===== config.mk =====
export PLATFORM = sky130hd
export DESIGN_NAME = sync_checksum_frame_deframer_core_flat
export DESIGN_NICKNAME = d
export VERILOG_FILES = /design/src/sv/scfd_pkg.sv /design/src/sv/scfd_in_if.sv /design/src/sv/scfd_out_if.sv /design/src/sv/sync_checksum_frame_deframer_core.sv /design/src/flat_wrapper.sv
export SDC_FILE = /design/constraint.sdc
export NUM_CORES = 1
export LEC_CHECK = 0
export ABC_CLOCK_PERIOD_IN_PS = 6600
export BUFFER_PORTS_ARGS = -buffer_cell sky130_fd_sc_hd__buf_4
export CAP_MARGIN = 10
export CELL_PAD_IN_SITES_DETAIL_PLACEMENT = 1
export CELL_PAD_IN_SITES_GLOBAL_PLACEMENT = 2
export CORE_MARGIN = 8
export CORE_UTILIZATION = 35
export DETAILED_ROUTE_END_ITERATION = 7
export PLACE_DENSITY_LB_ADDON = 0.3
export SETUP_SLACK_MARGIN = 0.4
export SLEW_MARGIN = 30
export SYNTH_ARGS = -nofsm -noshare
export SYNTH_HDL_FRONTEND = slang
export SYNTH_SLANG_ARGS = --single-unit
export TNS_END_PERCENT = 100

===== constraint.sdc =====
create_clock -name clk_i -period 6.6 [get_ports clk_i]
set_input_delay 0.33 -clock clk_i [delete_from_list [all_inputs] [get_ports clk_i]]
set_output_delay 0.33 -clock clk_i [all_outputs]
set_load 0.005 [all_outputs]

===== src/sv/scfd_pkg.sv =====
// ----------------------------------------------------------------------------
// scfd_pkg: shared types and constants of the sync/checksum frame deframer
// Widths, register reset values and frame status codes.
// ----------------------------------------------------------------------------
`default_nettype none

package scfd_pkg;

  localparam int unsigned DataW   = 8;
  localparam int unsigned SeqW    = 16;
  localparam int unsigned StatusW = 3;

  // Register reset values
  localparam logic [DataW-1:0] ExpLenRst = 8'h00;
  localparam logic [DataW-1:0] Sync1Rst  = 8'hAA;
  localparam logic [DataW-1:0] Sync2Rst  = 8'h55;

  // Frame verdict codes
  typedef enum logic [StatusW-1:0] {
    StOk       = 3'd0,
    StNoSync   = 3'd1,
    StShortHdr = 3'd2,
    StLenBad   = 3'd3,
    StTrunc    = 3'd4,
    StSumBad   = 3'd5,
    StTrailBad = 3'd6
  } status_e;

  // One result as held in the output queue
  typedef struct packed {
    logic               kind;
    logic [DataW-1:0]   payload_byte;
    logic [DataW-1:0]   byte_index;
    logic [StatusW-1:0] status;
    logic [SeqW-1:0]    sequence_res;
  } res_t;

endpackage

`default_nettype wire


===== src/sv/scfd_in_if.sv =====
// ----------------------------------------------------------------------------
// scfd_in_if: received byte channel
// Valid/ready channel carrying one buffer byte and its end-of-buffer flag.
// ----------------------------------------------------------------------------
`default_nettype none

interface scfd_in_if;
  logic                        valid;
  logic                        ready;
  logic [scfd_pkg::DataW-1:0]  rx_byte;
  logic                        end_of_buffer;

  modport source (output valid, output rx_byte, output end_of_buffer, input ready);
  modport sink   (input valid, input rx_byte, input end_of_buffer, output ready);
endinterface

`default_nettype wire


===== src/sv/scfd_out_if.sv =====
// ----------------------------------------------------------------------------
// scfd_out_if: deframer result channel
// Valid/ready channel carrying payload byte results and buffer status results.
// ----------------------------------------------------------------------------
`default_nettype none

interface scfd_out_if;
  logic                          valid;
  logic                          ready;
  logic                          kind;
  logic [scfd_pkg::DataW-1:0]    payload_byte;
  logic [scfd_pkg::DataW-1:0]    byte_index;
  logic [scfd_pkg::StatusW-1:0]  status;
  logic [scfd_pkg::SeqW-1:0]     sequence_res;

  modport source (output valid, output kind, output payload_byte, output byte_index,
                  output status, output sequence_res, input ready);
  modport sink   (input valid, input kind, input payload_byte, input byte_index,
                  input status, input sequence_res, output ready);
endinterface

`default_nettype wire


===== src/sv/sync_checksum_frame_deframer_core.sv =====
// ----------------------------------------------------------------------------
// sync_checksum_frame_deframer_core: sync/length/sequence/checksum deframer
// Hunts a sync pair per receive buffer, checks the frame and streams payload.
// ----------------------------------------------------------------------------
// Usage:
//   rx_i  : one received byte per request, end_of_buffer set on the last byte
//           of a receive buffer.
//   res_o : results. kind 0 is a payload byte (value and index in payload),
//           kind 1 is the buffer status with the last good sequence number.
//           The end-of-buffer byte always yields one status request; a buffer
//           ending on a payload byte yields the payload byte then the status.
//   APB   : expected_length at 0x0, sync_first at 0x4, sync_second at 0x8.
//           Write only while the block is idle.
// Each result is registered into the output queue when its byte is accepted.
// Throughput: one byte per cycle. Each byte does one pass through the phase
//   machine and a 16-bit adder; results go into a four-entry output queue.
//   rx_i.ready drops while the queue holds three or more results, so a
//   stalled receiver backs up into the byte channel without losing anything.
// Reset: frame state returns to hunting, last sequence clears, registers take
//   their defaults (length 0, syncs 0xAA and 0x55). The queue empties.
// ----------------------------------------------------------------------------
`default_nettype none

module sync_checksum_frame_deframer_core (
  input  wire logic         clk_i,
  input  wire logic         rst_ni,
  scfd_in_if.sink           rx_i,
  scfd_out_if.source        res_o,
  input  wire logic         psel,
  input  wire logic         penable,
  input  wire logic         pwrite,
  input  wire logic [3:0]   paddr,
  input  wire logic [31:0]  pwdata,
  output logic [31:0]       prdata,
  output logic              pready
);

  localparam int unsigned DataW = scfd_pkg::DataW;
  localparam int unsigned SeqW  = scfd_pkg::SeqW;

  // Phase codes
  localparam logic [3:0] PhHunt  = 4'd0;
  localparam logic [3:0] PhLen   = 4'd1;
  localparam logic [3:0] PhSeqLo = 4'd2;
  localparam logic [3:0] PhSeqHi = 4'd3;
  localparam logic [3:0] PhPay   = 4'd4;
  localparam logic [3:0] PhSumLo = 4'd5;
  localparam logic [3:0] PhSumHi = 4'd6;
  localparam logic [3:0] PhTr1   = 4'd7;
  localparam logic [3:0] PhTr2   = 4'd8;
  localparam logic [3:0] PhDone  = 4'd9;

  // Register indexes
  localparam logic [1:0] RegExpLen = 2'd0;
  localparam logic [1:0] RegSync1  = 2'd1;
  localparam logic [1:0] RegSync2  = 2'd2;

  localparam logic [2:0] MinBufLen = 3'd7;

  // --------------------------------------------------------------------------
  // Configuration registers
  // --------------------------------------------------------------------------
  logic [DataW-1:0] exp_len_q, sync1_q, sync2_q;
  logic             cfg_wr;

  assign pready = 1'b1;
  assign cfg_wr = psel && penable && pwrite && pready;

  always_ff @(posedge clk_i or negedge rst_ni) begin
    if (!rst_ni) begin
      exp_len_q <= scfd_pkg::ExpLenRst;
      sync1_q   <= scfd_pkg::Sync1Rst;
      sync2_q   <= scfd_pkg::Sync2Rst;
    end else if (cfg_wr) begin
      unique case (paddr[3:2])
        RegExpLen: exp_len_q <= pwdata[DataW-1:0];
        RegSync1:  sync1_q   <= pwdata[DataW-1:0];
        RegSync2:  sync2_q   <= pwdata[DataW-1:0];
        default: ;
      endcase
    end
  end

  // Register readback
  always_comb begin
    unique case (paddr[3:2])
      RegExpLen: prdata = {24'd0, exp_len_q};
      RegSync1:  prdata = {24'd0, sync1_q};
      RegSync2:  prdata = {24'd0, sync2_q};
      default:   prdata = '0;
    endcase
  end

  // --------------------------------------------------------------------------
  // Frame state
  // --------------------------------------------------------------------------
  logic [3:0]        phase_q, phase_d;
  logic              prev_s1_q, prev_s1_d;
  logic [DataW-1:0]  pay_cnt_q, pay_cnt_d;
  logic [SeqW-1:0]   sum_q, sum_d;
  logic [SeqW-1:0]   rx_sum_q, rx_sum_d;
  logic [SeqW-1:0]   frame_seq_q, frame_seq_d;
  scfd_pkg::status_e pend_q, pend_d;
  logic [SeqW-1:0]   last_seq_q, last_seq_d;
  logic [2:0]        tally_q, tally_d;

  logic              accept;
  logic              short_hdr;
  logic              pay_vld;
  scfd_pkg::status_e code;
  scfd_pkg::res_t    pay_res, st_res;
  logic [DataW-1:0]  b;
  logic [SeqW-1:0]   sum_add;

  assign accept  = rx_i.valid && rx_i.ready;
  assign b       = rx_i.rx_byte;
  assign sum_add = sum_q + {8'd0, b};

  // One byte through the phase machine, then the end-of-buffer verdict
  always_comb begin
    phase_d     = phase_q;
    prev_s1_d   = prev_s1_q;
    pay_cnt_d   = pay_cnt_q;
    sum_d       = sum_q;
    rx_sum_d    = rx_sum_q;
    frame_seq_d = frame_seq_q;
    pend_d      = pend_q;
    last_seq_d  = last_seq_q;
    tally_d     = (tally_q < MinBufLen) ? tally_q + 3'd1 : tally_q;
    short_hdr   = 1'b0;
    pay_vld     = 1'b0;
    code        = scfd_pkg::StOk;

    unique case (phase_q)
      PhHunt: begin
        if (prev_s1_q && b == sync2_q) begin
          phase_d   = PhLen;
          sum_d     = {8'd0, sync1_q} + {8'd0, sync2_q};
          prev_s1_d = 1'b0;
        end else begin
          prev_s1_d = (b == sync1_q);
        end
      end
      PhLen: begin
        sum_d   = sum_add;
        pend_d  = (b != exp_len_q) ? scfd_pkg::StLenBad : scfd_pkg::StOk;
        phase_d = PhSeqLo;
      end
      PhSeqLo: begin
        frame_seq_d = {8'd0, b};
        sum_d       = sum_add;
        phase_d     = PhSeqHi;
      end
      PhSeqHi: begin
        frame_seq_d = {b, frame_seq_q[7:0]};
        sum_d       = sum_add;
        short_hdr   = 1'b1;
        pay_cnt_d   = '0;
        if (pend_q != scfd_pkg::StOk) begin
          phase_d = PhDone;
        end else if (exp_len_q == '0) begin
          phase_d = PhSumLo;
        end else begin
          phase_d = PhPay;
        end
      end
      PhPay: begin
        pay_vld   = 1'b1;
        sum_d     = sum_add;
        pay_cnt_d = pay_cnt_q + 8'd1;
        if (pay_cnt_d >= exp_len_q) phase_d = PhSumLo;
      end
      PhSumLo: begin
        rx_sum_d = {8'd0, b};
        phase_d  = PhSumHi;
      end
      PhSumHi: begin
        rx_sum_d = {b, rx_sum_q[7:0]};
        phase_d  = PhTr1;
      end
      PhTr1: begin
        pend_d  = (b != sync2_q) ? scfd_pkg::StTrailBad : scfd_pkg::StOk;
        phase_d = PhTr2;
      end
      PhTr2: begin
        if (b != sync1_q) pend_d = scfd_pkg::StTrailBad;
        if (rx_sum_q != sum_q) pend_d = scfd_pkg::StSumBad;
        phase_d = PhDone;
      end
      default: phase_d = PhDone;
    endcase

    // Verdict on the last byte of the buffer, then back to hunting
    if (rx_i.end_of_buffer) begin
      priority if (tally_d < MinBufLen || phase_d == PhHunt) begin
        code = scfd_pkg::StNoSync;
      end else if (short_hdr || phase_d == PhLen || phase_d == PhSeqLo ||
                   phase_d == PhSeqHi) begin
        code = scfd_pkg::StShortHdr;
      end else if (phase_d == PhDone) begin
        code = pend_d;
      end else begin
        code = scfd_pkg::StTrunc;
      end
      if (code == scfd_pkg::StOk) last_seq_d = frame_seq_d;
      phase_d     = PhHunt;
      prev_s1_d   = 1'b0;
      pay_cnt_d   = '0;
      sum_d       = '0;
      rx_sum_d    = '0;
      frame_seq_d = '0;
      pend_d      = scfd_pkg::StOk;
      tally_d     = '0;
    end
  end

  always_ff @(posedge clk_i or negedge rst_ni) begin
    if (!rst_ni) begin
      phase_q     <= PhHunt;
      prev_s1_q   <= 1'b0;
      pay_cnt_q   <= '0;
      sum_q       <= '0;
      rx_sum_q    <= '0;
      frame_seq_q <= '0;
      pend_q      <= scfd_pkg::StOk;
      last_seq_q  <= '0;
      tally_q     <= '0;
    end else if (accept) begin
      phase_q     <= phase_d;
      prev_s1_q   <= prev_s1_d;
      pay_cnt_q   <= pay_cnt_d;
      sum_q       <= sum_d;
      rx_sum_q    <= rx_sum_d;
      frame_seq_q <= frame_seq_d;
      pend_q      <= pend_d;
      last_seq_q  <= last_seq_d;
      tally_q     <= tally_d;
    end
  end

  // Results built from this byte
  assign pay_res = '{kind: 1'b0, payload_byte: b, byte_index: pay_cnt_q,
                     status: scfd_pkg::StOk, sequence_res: '0};
  assign st_res  = '{kind: 1'b1, payload_byte: '0, byte_index: '0,
                     status: code, sequence_res: last_seq_d};

  // --------------------------------------------------------------------------
  // Output queue: up to two pushes per byte, one pop per cycle
  // --------------------------------------------------------------------------
  scfd_pkg::res_t q_mem [4];
  logic [1:0]     wr_ptr_q, rd_ptr_q, st_ptr;
  logic [2:0]     cnt_q;
  logic [1:0]     push_n;
  logic           pop;

  assign rx_i.ready = (cnt_q <= 3'd2);
  assign pop        = res_o.valid && res_o.ready;
  assign push_n     = accept ? ({1'b0, pay_vld} + {1'b0, rx_i.end_of_buffer}) : 2'd0;
  assign st_ptr     = wr_ptr_q + {1'b0, pay_vld};

  always_ff @(posedge clk_i) begin
    if (accept && pay_vld) q_mem[wr_ptr_q] <= pay_res;
    if (accept && rx_i.end_of_buffer) q_mem[st_ptr] <= st_res;
  end

  always_ff @(posedge clk_i or negedge rst_ni) begin
    if (!rst_ni) begin
      wr_ptr_q <= '0;
      rd_ptr_q <= '0;
      cnt_q    <= '0;
    end else begin
      wr_ptr_q <= wr_ptr_q + push_n;
      if (pop) rd_ptr_q <= rd_ptr_q + 2'd1;
      cnt_q <= cnt_q + {1'b0, push_n} - {2'd0, pop};
    end
  end

  assign res_o.valid        = (cnt_q != 3'd0);
  assign res_o.kind         = q_mem[rd_ptr_q].kind;
  assign res_o.payload_byte = q_mem[rd_ptr_q].payload_byte;
  assign res_o.byte_index   = q_mem[rd_ptr_q].byte_index;
  assign res_o.status       = q_mem[rd_ptr_q].status;
  assign res_o.sequence_res = q_mem[rd_ptr_q].sequence_res;

  // --------------------------------------------------------------------------
  // Assertions
  // --------------------------------------------------------------------------
  a_queue_bound: assert property (@(posedge clk_i) disable iff (!rst_ni)
    cnt_q <= 3'd4)
    else $error("output queue overflow");

  a_eob_clears: assert property (@(posedge clk_i) disable iff (!rst_ni)
    accept && rx_i.end_of_buffer |=> phase_q == PhHunt && tally_q == 3'd0)
    else $error("frame state not cleared after end of buffer");

  a_eob_result: assert property (@(posedge clk_i) disable iff (!rst_ni)
    accept && rx_i.end_of_buffer |=> cnt_q != 3'd0)
    else $error("status result missing after end of buffer");

  a_hunt_clean: assert property (@(posedge clk_i) disable iff (!rst_ni)
    phase_q == PhHunt |-> pay_cnt_q == '0 && pend_q == scfd_pkg::StOk)
    else $error("stale frame state while hunting");

endmodule

`default_nettype wire


===== src/flat_wrapper.sv =====
// flat-port wrapper written by rule: the top's interface ports become plain ports
module sync_checksum_frame_deframer_core_flat 
  (clk_i, rst_ni, psel, penable, pwrite, paddr, pwdata, prdata, pready, rx_i_valid, rx_i_rx_byte, rx_i_end_of_buffer, rx_i_ready, res_o_valid, res_o_kind, res_o_payload_byte, res_o_byte_index, res_o_status, res_o_sequence_res, res_o_ready);
  scfd_in_if rx_i_i ();
  scfd_out_if res_o_i ();
  input  wire logic clk_i;
  input  wire logic rst_ni;
  input  wire logic psel;
  input  wire logic penable;
  input  wire logic pwrite;
  input  wire logic [3:0] paddr;
  input  wire logic [31:0] pwdata;
  output logic [31:0] prdata;
  output logic pready;
  input wire logic [$bits(rx_i_i.valid)-1:0] rx_i_valid;
  input wire logic [$bits(rx_i_i.rx_byte)-1:0] rx_i_rx_byte;
  input wire logic [$bits(rx_i_i.end_of_buffer)-1:0] rx_i_end_of_buffer;
  output wire logic [$bits(rx_i_i.ready)-1:0] rx_i_ready;
  output wire logic [$bits(res_o_i.valid)-1:0] res_o_valid;
  output wire logic [$bits(res_o_i.kind)-1:0] res_o_kind;
  output wire logic [$bits(res_o_i.payload_byte)-1:0] res_o_payload_byte;
  output wire logic [$bits(res_o_i.byte_index)-1:0] res_o_byte_index;
  output wire logic [$bits(res_o_i.status)-1:0] res_o_status;
  output wire logic [$bits(res_o_i.sequence_res)-1:0] res_o_sequence_res;
  input wire logic [$bits(res_o_i.ready)-1:0] res_o_ready;
  assign rx_i_i.valid = rx_i_valid;
  assign rx_i_i.rx_byte = rx_i_rx_byte;
  assign rx_i_i.end_of_buffer = rx_i_end_of_buffer;
  assign rx_i_ready = rx_i_i.ready;
  assign res_o_valid = res_o_i.valid;
  assign res_o_kind = res_o_i.kind;
  assign res_o_payload_byte = res_o_i.payload_byte;
  assign res_o_byte_index = res_o_i.byte_index;
  assign res_o_status = res_o_i.status;
  assign res_o_sequence_res = res_o_i.sequence_res;
  assign res_o_i.ready = res_o_ready;
  sync_checksum_frame_deframer_core u_core (.clk_i(clk_i), .rst_ni(rst_ni), .rx_i(rx_i_i), .res_o(res_o_i), .psel(psel), .penable(penable), .pwrite(pwrite), .paddr(paddr), .pwdata(pwdata), .prdata(prdata), .pready(pready));
endmodule

-- Word level (Yosys, flattened, before mapping)
Memories as Yosys holds them, arrays and structs flattened.
Index checks and enable logic that the tools add are counted.
- flip-flop bits (word level): 114
- RAM bits: 144
- input bits: 52
- output and inout port bits: 71
- memories kept: 1
- memories (memory ; depth ; width ; rd ports ; clocked after memory_dff ; write ports ; line ; RTL):
    u_core.q_mem ; 4 ; 36 ; 1 ; 0 ; 2 ; sync_checksum_frame_deframer_core.sv:250 ; scfd_pkg::res_t q_mem [4];
- add/sub/neg operators: 10
- order comparisons: 4
- equality and inequality tests: 22
- muxes and demuxes: 41
- reduce and logical (&&, ||, !) cells: 32
- operators with widths (operator ; number):
    $mux 16 ; 6
    $pmux 16 s2 ; 3
    $mux 3 ; 11
    $pmux 4 s8 ; 1
    $ne 8x8->1 ; 3
    $pmux 8 s3 ; 1
    $add 16x8->16 ; 1
    $eq 4x2->1 const B ; 4
    $eq 4x3->1 const B ; 4
    $eq 8x8->1 ; 2
    $mux 4 ; 4
    $ne 16x16->1 ; 1
    $pmux 8 s2 ; 1
    $reduce_bool 3->1 ; 5
    $reduce_and 2->1 ; 6
    $mux 1 ; 10
    $add 8x8->9 ; 1
    $pmux 3 s3 ; 1
    $add 8x1->8 const B ; 1
    $eq 4x1->1 const B ; 2
    $eq 4x4->1 const B ; 2
    $ge 8x8->1 ; 1
    $logic_not 4->1 ; 2
    $logic_not 8->1 ; 1
    other kinds (22) ; 35

-- Logic depth before layout (Yosys ltp)
Gate-level depths: netlist (run 1).
- depth in word-level cells: 14
- mapped depth: 11
- mapped depth without buffers: 10

-- Worst setup path after synthesis (run 1)
Ideal clock, no wire load.
- kind: register to register
- start point: reg u_core.phase_q[1]
- end point: mem u_core.q_mem[0][0] (netlist bit) (enable)
- setup time: 0.376 ns
- data arrival time: 2.486 ns
- required time: 6.224 ns
- setup slack: 3.738 ns
- stages on the path, launching flop included: 9
- buffers on the path: 2
- period minus slack after synthesis: 2.862 ns
- cells stage by stage: dfrtp_1 -> buf_4 -> nor2_1 -> nand3_1 -> inv_1 -> ha_1 -> or3_1 -> clkbuf_1 -> nand2_1
- RTL lines (what ; line ; RTL):
    start, declared ; sync_checksum_frame_deframer_core.sv:97 ; logic [3:0] phase_q, phase_d;
    start signal, assigned ; sync_checksum_frame_deframer_core.sv:219 ; phase_q <= PhHunt;
    start signal, assigned ; sync_checksum_frame_deframer_core.sv:229 ; phase_q <= phase_d;
    end, declared ; sync_checksum_frame_deframer_core.sv:250 ;

==> run_results.csv, run 1 <==
group,metric,value,unit
yosys,synth_enable_flop_cells,76,
critical_path,path_max_fanout,21,
placement,placed_area,14400,sq um
layout,fillCellCount,4248,
global_routing,overflow,0,
floorplan,coreArea,38300,sq um
critical_path,cpMaxStageDelayCell,"nand2_1",
timing,worstMarginPinSlew,0.986,ns
cts,clock_sinks,258,
cts,clkTransAtPathRegs,0.06,ns
cts,root_buffer,"clkbuf_16",
critical_path,crit_path_end,"u_core.q_mem[0][1]",
global_routing,grt_pass1_wl,62200,um
cts,cts_buffers,29,
layout,mostFrequentLayoutCells,"nand2_1, a21oi_1, dfrtp_1",
timing,slew_headroom,0.341,
flow_run,cap_violations,0,
yosys,yosysWarnings,0,
global_routing,grt_pass1_vias,10858,
yosys,synthArstFlopShare,0.442,
yosys,yosysSeqAreaShare,0.484,
cts,ctsHtreeMaxLevel,1,
layout,synthToLayoutAreaGrowth,14.2,%
critical_path,path_cells,"nor2_1 -> nand3_1 -> inv_1 -> ha_1 -> xor2_1 -> or3_1 -> nand2_1",
yosys,synth.ff_latch_count,258,
power_and_ir_drop,p_leak,6.19,nW
route,viasPerCell,5.27,
route,first_pass_iters,4,
layout,antenna_cells,0,
power_and_ir_drop,vdd_drop_max,0.198,mV
worst_hold_path,hold_class,"input pin to register",
floorplan,rows,72,
yosys,yosysUniqueCellTypes,66,
floorplan,die_y,212,um
timing,rsz0062_at_grt,"no",
critical_path,crit_arrival,4.40,ns
critical_path,r2r_cells,7,
placement,hpwl,25900,um
global_routing,grt_use_total,0.173,
route,ant_nets,0,
layout,nNetsFinal,1438,
cts,cts_buffer_depth,3,
outcome,outcome,"completed",
floorplan,dieArea,45000,sq um
timing,min_period_over_period,0.658,
cts,clk_latency,0.56,ns
power_and_ir_drop,power_frac_clock,0.255,
critical_path,critPathKind,"register to register",
global_routing,grt_max_degree,74,
timing,finalClockSkew,0.0125,ns
floorplan,start_util,0.351,
floorplan,die_w,212,um
route,first_iter_violations,422,
yosys,avgSynthCellArea,10.4,sq um
critical_path,crit_path_end_kind,"register",
layout,drive_above_1_share,0.163,
global_routing,antenna_found_initial,0,
placement,gp_congestion,0.789,
floorplan,io_pins,123,
timing,setup-violations-final,0,
route,wl_per_cell,20.4,um
route,drc_errors,0,
critical_path,crit_path_max_incr_delay,0.81,ns
critical_path,worstPathBufferInverterCount,1,
timing,slew_violations,0,
power_and_ir_drop,power_density,399,nW/um^2
critical_path,reg2reg_slack,2.26,ns
power_and_ir_drop,seq_power_share,0.379,
timing,timing.fmax,0.230,GHz
timing,fin_crit,4.34,ns
power_and_ir_drop,switching_share,0.367,
yosys,synth_area,13500,sq um
cts,cts_tree,"yes",
critical_path,reg2reg_from,"u_core.phase_q[0]",
yosys,synthFlopType,"dfrtp_1",
power_and_ir_drop,comb_power_share,0.365,
critical_path,reg2reg_to,"u_core.q_mem[0][1]",
route,wirelength,38700,um
critical_path,cp.depth,7,
critical_path,crit_family,"simple AND/OR/NAND/NOR gates",
layout,final_common_cell,"nand2_1",
critical_path,required,6.67,ns
route,num_vias,9973,
critical_path,startpoint,"u_core.phase_q[0]",
cts,post_cts_buffers,0,
layout,stdcell_area,15400,sq um
yosys,syn_inst,1298,
timing,tns,0,ns
power_and_ir_drop,switchingPower,2.25,mW
placement,portBuffers,71,
timing,hold_violations,0,
power_and_ir_drop,p_int,3.88,mW
critical_path,cp-start-kind,"register",
-- through the flow --
step	setup slack, ns	cells	util	hold slack, ns	total power [mW]
6_report	2.26	1892	0.401	0.0261	6.13
5_1_grt	1.81	1892	0.401	0.0234	6.56
4_1_cts	2.20	1892	0.401	0.00610	6.22
3_5_place_dp	2.22	1834	0.376	0.379	4.63
3_3_place_gp	2.33	1832	0.375	0.375	4.55
2_1_floorplan	3.74	1321	-	0.0344	3.81
-- worst register-to-register path, delay by kind of cell, from the launching register on --
family        cells  cell delay (ns)
simple gates      4             2.33
xor+xnor          1             0.40
fa+ha+maj         1             0.24
buf+inv           1             0.31
flops             1             0.56
-- how the worst min path moves through the flow --
stage | start | end | slack, ns | cells past startpoint
after floorplan | rst_ni | u_core.cnt_q[0] | 0.03 | 0
after global placement | rst_ni | u_core.sum_q[7] | 0.38 | 1
after detailed placement | rst_ni | u_core.sum_q[7] | 0.38 | 1
after CTS | pwdata[6] | u_core.exp_len_q[6] | 0.006 | 3
after global routing | pwdata[4] | u_core.exp_len_q[4] | 0.02 | 3
final | pwdata[4] | u_core.exp_len_q[4] | 0.03 | 3
-- cell type report --
cell class | count | area, sq um | share of cell area
flip-flops and latches | 258 | 6510 | 0.424
repair buffers | 100 | 764 | 0.0498
well taps | 518 | 648 | 0.0422
clock buffers | 40 | 818 | 0.0533
multi-input cells | 923 | 6380 | 0.415
clock inverters | 14 | 95.1 | 0.00619
inverters | 39 | 146 | 0.00953
-- layer usage --
metal / track usage / up-vias / part of all wire
met5: 0 / - / 0
met4: 0.0362 / 0 / 0.017
met3: 0.0227 / 44 / 0.031
met2: 0.310 / 129 / 0.50
met1: 0.221 / 5030 / 0.45
li1: - / 4770 / -
-- power groups by stage --
stage / Combinational, mW / Sequential, mW / Clock (mW)
finish: 2.24 / 2.33 / 1.57
global route: 2.52 / 2.38 / 1.66
detailed placement: 2.27 / 2.36 / 0
global placement: 2.21 / 2.34 / 0
CTS: 2.29 / 2.33 / 1.61
floorplan: 1.59 / 2.22 / 0
-- logic make-up (layout without fill, tap and decap cells) --
logic type               Yosys count  count (layout)  share of synthesized area
XOR/XNOR                          66              66                     0.0430
AO/OA/AOI/OAI                    334             334                      0.156
AND/OR/NAND/NOR                  377             377                      0.130
multiplexers                      86              86                     0.0991
other                              2              25                   0.000558
buffers and inverters            140             193                     0.0534
flip-flops                       258             258                      0.484
adder cells (fa/ha/maj)           35              35                     0.0342
-- sequential cells by signal (all words and copies together) (netlist names), 4 cells and up --
signal,count
u_core.sync1_q,8
u_core.rx_sum_q,16
u_core.phase_q,4
u_core.sync2_q,8
u_core.frame_seq_q,16
u_core.exp_len_q,8
u_core.q_mem,144
u_core.sum_q,16
u_core.pay_cnt_q,8
u_core.last_seq_q,16
-- timing repair --
item,in CTS,in global routing
gates resized for setup,0,0
hold endpoints to repair,36,0
hold buffers,4,0
-- Yosys cell counts, types with 32 or more instances --
library cell / number / area share
mux2i_1: 33 / 0.025
edfxtp_1: 76 / 0.17
ha_1: 32 / 0.030
inv_1: 39 / 0.011
a211oi_1: 70 / 0.039
dfxtp_1: 68 / 0.10
mux4_2: 36 / 0.060
dfrtp_1: 106 / 0.20
nand2_1: 222 / 0.062
o21ai_0: 61 / 0.023
clkbuf_1: 48 / 0.013
xnor2_1: 44 / 0.029
a21oi_1: 116 / 0.043
nor2_1: 47 / 0.013
Note: power is estimated with default switching activity, not from simulation.
==> run 2: changes to the inputs <==
ABC_CLOCK_PERIOD_IN_PS = 4550   (was 6600)
clock period = 4.55 ns   (was 6.6 ns; I/O delays follow)
==> run_results.csv, run 2 (synthesis gave the netlist of run 1 again) <==
group,metric,value,unit
placement,portBuffers,71,
flow_run,cap_violations,0,
layout,stdcell_count,1906,
timing,rsz0062_at_grt,"no",
timing,setup_ws,1.13,ns
layout,antenna_cells,0,
placement,dp.cells,1841,
layout,drive_above_1_share,0.171,
timing,finalHoldWorstSlack,0.0234,ns
layout,synthToLayoutAreaGrowth,16.2,%
worst_hold_path,holdPathStages,3,
timing,timing.fmax,0.292,GHz
critical_path,path_max_fanout,21,
timing,tns,0,ns
cts,clkTransAtPathRegs,0.06,ns
power_and_ir_drop,p_total,9.20,mW
route,ant_nets,0,
cts,clock_sinks,258,
power_and_ir_drop,vdd_drop_max,0.319,mV
global_routing,overflow,0,
cts,cts_tree,"yes",
cts,cts_buffer_depth,3,
cts,cts_buffers,30,
global_routing,antenna_found_initial,0,
route,wl_per_cell,20.5,um
worst_hold_path,hold_class,"input pin to register",
timing,setup-violations-final,0,
power_and_ir_drop,p_leak,6.36,nW
placement,gp_congestion,0.781,
power_and_ir_drop,power_density,589,nW/um^2
timing,finalClockSkew,0.0194,ns
critical_path,cp-start-kind,"register",
floorplan,coreArea,38300,sq um
floorplan,start_util,0.351,
cts,root_buffer,"clkbuf_16",
critical_path,critPathKind,"register to register",
layout,largest_reg_flops,144,
global_routing,grt_max_degree,47,
critical_path,crit_path_end_kind,"register",
timing,slew_headroom,0.364,
timing,fin_crit,3.42,ns
floorplan,io_pins,123,
floorplan,rows,72,
cts,ctsHtreeMaxLevel,1,
placement,pre_cts_slack,1.21,ns
route,wirelength,39100,um
route,first_iter_violations,435,
floorplan,die_y,212,um
timing,min_period_over_period,0.751,
floorplan,die_w,212,um
timing,hold_violations,0,
route,first_pass_iters,4,
layout,final_common_cell,"nand2_1",
global_routing,grt_pass1_vias,10704,
outcome,outcome,"completed",
placement,hpwl,26100,um
global_routing,grt_use_total,0.175,
layout,mostFrequentLayoutCells,"nand2_1, a21oi_1, dfrtp_1",
critical_path,r2r_cells,10,
layout,largest_register,"u_core.q_mem",
critical_path,crit_arrival,3.70,ns
critical_path,required,4.83,ns
layout,nNetsFinal,1451,
timing,slew_violations,0,
timing,worstMarginPinSlew,0.953,ns
cts,post_cts_buffers,0,
floorplan,dieArea,45000,sq um
global_routing,grt_pass1_wl,62400,um
route,drc_errors,0,
route,viasPerCell,5.28,
cts,clk_latency,0.58,ns
route,num_vias,10058,
run 2: layer usage:
layer	GRT usage	up-vias	wire, um
met1	0.229	5085	17900
met5	0	-	0
met3	0.0236	48	1210
li1	-	4787	-
met2	0.301	138	19100
met4	0.0460	0	1010
run 2: power breakdown:
group | internal (mW) | total [mW] | leakage (nW) | switching (mW)
clock network | 1.59 | 2.60 | 0.543 | 1.02
registers | 2.92 | 3.46 | 2.67 | 0.543
logic | 1.38 | 3.14 | 3.15 | 1.75
run 2: repair_timing:
action	in CTS	in global routing
setup endpoints to repair	0	0
hold buffers	9	0
endpoints found under the hold margin	59	0
resized for setup	0	0
run 2: area by class of cell:
cell class | instances | area [sq um]
inverters | 39 | 146
well taps | 518 | 648
repair buffers | 112 | 876
multi-input cells | 923 | 6350
clock buffers | 51 | 1060
clock inverters | 5 | 41.3
fillers | 4223 | 22700
flip-flops and latches | 258 | 6510
run 2: critical path, stage by stage (launching register included):
cell	delay (ns)
dfrtp_1	0.68
nor2_1	0.19
nand3_1	0.13
buf_4	0.19
inv_1	0.12
ha_1	0.24
xnor2_1	0.39
nand4_1	0.18
buf_4	0.27
nand2_1	0.39
buf_4	0.31
run 2: path summary, 6_finish.rpt:
check | start | end | slack, ns
min in group asynchronous | rst_ni | u_core.sum_q[12] | 0.21
worst min-delay path | rx_i_rx_byte[0] | u_core.q_mem[3][27] | 0.02
max in group asynchronous | rst_ni | u_core.rx_sum_q[3] | 3.25
worst max register to register | u_core.phase_q[0] | u_core.q_mem[1][14] | 1.13
worst max-delay path | u_core.phase_q[0] | u_core.q_mem[1][14] | 1.13
worst min register to register | u_core.q_mem[2][35] | u_core.q_mem[2][35] | 0.44
run 2: stage by stage:
| stage | cell area, sq um | utilization |
|---|---|---|
| floorplan | 13500 | - |
| global placement | 14400 | 0.377 |
| detailed placement | 14400 | 0.377 |
| CTS | 15600 | 0.408 |
| global route | 15600 | 0.408 |
| finish | 15600 | 0.408 |
==> run 3: changes to the inputs <==
ABC_AREA = 1   (was default)
ABC_CLOCK_PERIOD_IN_PS = 3390   (was 4550)
clock period = 3.39 ns   (was 4.55 ns; I/O delays follow)
==> run_results.csv, run 3 <==
group,metric,value,unit
critical_path,critPathKind,"register to register",
route,num_vias,11707,
timing,setup-violations-final,0,
timing,rsz0062_at_grt,"yes",
global_routing,grt_use_total,0.193,
layout,drive_above_1_share,0.177,
worst_hold_path,hold_end,"u_core.rx_sum_q[0]",
yosys,synth.ff_latch_count,258,
worst_hold_path,min_from,"rx_i_rx_byte[0]",
yosys,yosysUniqueCellTypes,51,
layout,nNetsFinal,1839,
timing,slew_violations,0,
global_routing,antenna_found_initial,1,
placement,pre_cts_slack,-0.108,ns
power_and_ir_drop,comb_power_share,0.428,
timing,worstMarginPinSlew,0.823,ns
floorplan,io_pins,123,
yosys,yosysSeqAreaShare,0.484,
floorplan,start_util,0.356,
yosys,synthFlopType,"dfrtp_1",
layout,largest_register,"u_core.q_mem",
yosys,synth_area_leaders,"dfrtp_1, edfxtp_1, dfxtp_1",
route,first_iter_violations,471,
power_and_ir_drop,power_density,835,nW/um^2
critical_path,required,3.71,ns
yosys,synth.most_common_cell,"nand2_1",
global_routing,grt_pass1_vias,12510,
route,viasPerCell,5.11,
critical_path,crit_path_end_kind,"register",
cts,ctsHtreeMaxLevel,1,
yosys,avgSynthCellArea,8.17,sq um
placement,hpwl,28400,um
yosys,yosysWarnings,0,
yosys,synth_top_area_share,0.197,
critical_path,path_max_fanout,8,
layout,largest_reg_flops,144,
cts,cts_tree,"yes",
floorplan,coreArea,37800,sq um
power_and_ir_drop,p_int,8.14,mW
timing,min_period_over_period,0.968,
placement,portBuffers,71,
power_and_ir_drop,switchingPower,5.57,mW
worst_hold_path,hold_class,"input pin to register",
cts,clk_latency,0.58,ns
critical_path,worstPathBufferInverterCount,3,
layout,synthToLayoutAreaGrowth,22.2,%
floorplan,die_w,212,um
timing,finalClockSkew,0.0225,ns
critical_path,reg2reg_slack,0.11,ns
route,wl_per_cell,19.2,um
route,drc_errors,0,
route,wirelength,43900,um
critical_path,reg2reg_to,"u_core.q_mem[3][14]",
power_and_ir_drop,switching_share,0.406,
floorplan,dieArea,44900,sq um
yosys,synthArstFlopShare,0.442,
timing,finalHoldWorstSlack,0.0219,ns
global_routing,grt_max_degree,75,
power_and_ir_drop,vdd_drop_max,0.448,mV
yosys,synth_enable_flop_cells,76,
flow_run,cap_violations,0,
placement,dp.cells,2197,
layout,mostFrequentLayoutCells,"nand2_1, o21ai_0, nor2_1",
floorplan,die_y,212,um
yosys,synth_area,13400,sq um
timing,fin_crit,3.28,ns
timing,setup_ws,0.110,ns
cts,clock_sinks,258,
route,ant_nets,0,
cts,cts_buffers,31,
critical_path,crit_family,"simple AND/OR/NAND/NOR gates",
layout,final_common_cell,"nand2_1",
cts,root_buffer,"clkbuf_16",
power_and_ir_drop,p_total,13.7,mW
global_routing,overflow,0,
critical_path,r2r_cells,20,
timing,hold_violations,0,
critical_path,path_cells,"inv_2 -> nor3_4 -> nand3_2 -> nor3_2 -> xor2_1 -> inv_1 -> ha_4 -> nand2_2 -> o21a_1 -> nand2_2 -> nand2_2 -> nand3_4 -> nand2_4 -> o21bai_2 -> nor2_8 -> nand2_8 -> buf_12 -> nand2_8 -> nand2_8 -> nor2_2",
critical_path,crit_arrival,3.60,ns
yosys,syn_inst,1645,
layout,stdcell_count,2289,
timing,timing.fmax,0.305,GHz
cts,cts_buffer_depth,3,
critical_path,cp-start-kind,"register",
critical_path,reg2reg_from,"u_core.pay_cnt_q[0]",
yosys,synth_area_leader_cell,"dfrtp_1",
power_and_ir_drop,power_frac_clock,0.235,
critical_path,cpMaxStageDelayCell,"dfrtp_1",
yosys,synth_common_cells,"nand2_1, nor2_1, o21ai_0",
global_routing,grt_pass1_wl,69100,um
floorplan,rows,71,
critical_path,crit_path_max_incr_delay,0.39,ns
outcome,outcome,"completed",
route,first_pass_iters,4,
placement,gp_congestion,0.811,
timing,slew_headroom,0.449,
power_and_ir_drop,p_leak,6.97,nW
cts,clkTransAtPathRegs,0.06,ns
power_and_ir_drop,seq_power_share,0.336,
worst_hold_path,holdPathStages,3,
==> run 3: tightest hold or removal path: stages <==
cell     delay [ns]
buf_4          0.17
nand4_1        0.09
o21ai_0        0.09
==> run 3: kinds of logic after synthesis <==
family | synth area share
AO/OA/AOI/OAI | 0.167
adder cells (fa/ha/maj) | 0.0343
buffers and inverters | 0.0896
flip-flops | 0.484
other | 0.000559
AND/OR/NAND/NOR | 0.200
XOR/XNOR | 0.0248
==> run 3: what timing repair did <==
action	CTS	global route
cloned	0	1
resized for setup	62	46
endpoints found under the setup margin	88	130
endpoints found under the hold margin	72	0
pin swaps	31	35
setup buffers	5	11
hold buffers	16	0
==> run 3: worst max-delay path by stage <==
stage,startpoint,endpoint,slack (ns),cells after the start
after detailed placement,u_core.pay_cnt_q[2],u_core.q_mem[3][12],-0.11,22
after global placement,u_core.pay_cnt_q[2],u_core.q_mem[3][10],0.06,25
after CTS,u_core.pay_cnt_q[1],u_core.q_mem[1][12],0.13,25
after floorplan,u_core.pay_cnt_q[2],u_core.q_mem[0][10],0.38,25
after global routing,u_core.pay_cnt_q[0],u_core.q_mem[2][8],-0.09,24
final,u_core.pay_cnt_q[0],u_core.q_mem[3][14],0.11,20
==> run 3: power groups by stage <==
stage	sequential (mW)	combinational, mW	clock, mW
global placement	4.61	5.33	0
CTS	4.60	5.73	3.31
global route	4.70	6.61	3.42
detailed placement	4.65	5.48	0
finish	4.61	5.87	3.23
floorplan	4.46	3.54	0
==> run 3: final cells by class <==
type                       instances  area [sq um]
multi-input combinational       1124          6300
clock buffer                      42           867
tap                              511           639
fill                            4488         21300
clock inverter                    16           125
inverter                         191           717
antenna                            1          2.50
sequential                       258          6510
timing repair buffer             146          1260
==> run 3: layer usage <==
layer	vias to the layer above	part of all wire	GRT usage
li1	5653	-	-
met1	5816	0.45	0.245
met2	178	0.49	0.339
met3	60	0.035	0.0269
met4	0	0.026	0.0575
met5	-	0	0
==> run 3: metrics by stage <==
stage,utilization,cell area [sq um],TNS [ns]
floorplan,-,13500,0
global placement,0.386,14600,0
detailed placement,0.386,14600,-2.54
CTS,0.426,16100,0
global route,0.435,16400,-3.43
finish,0.435,16400,0
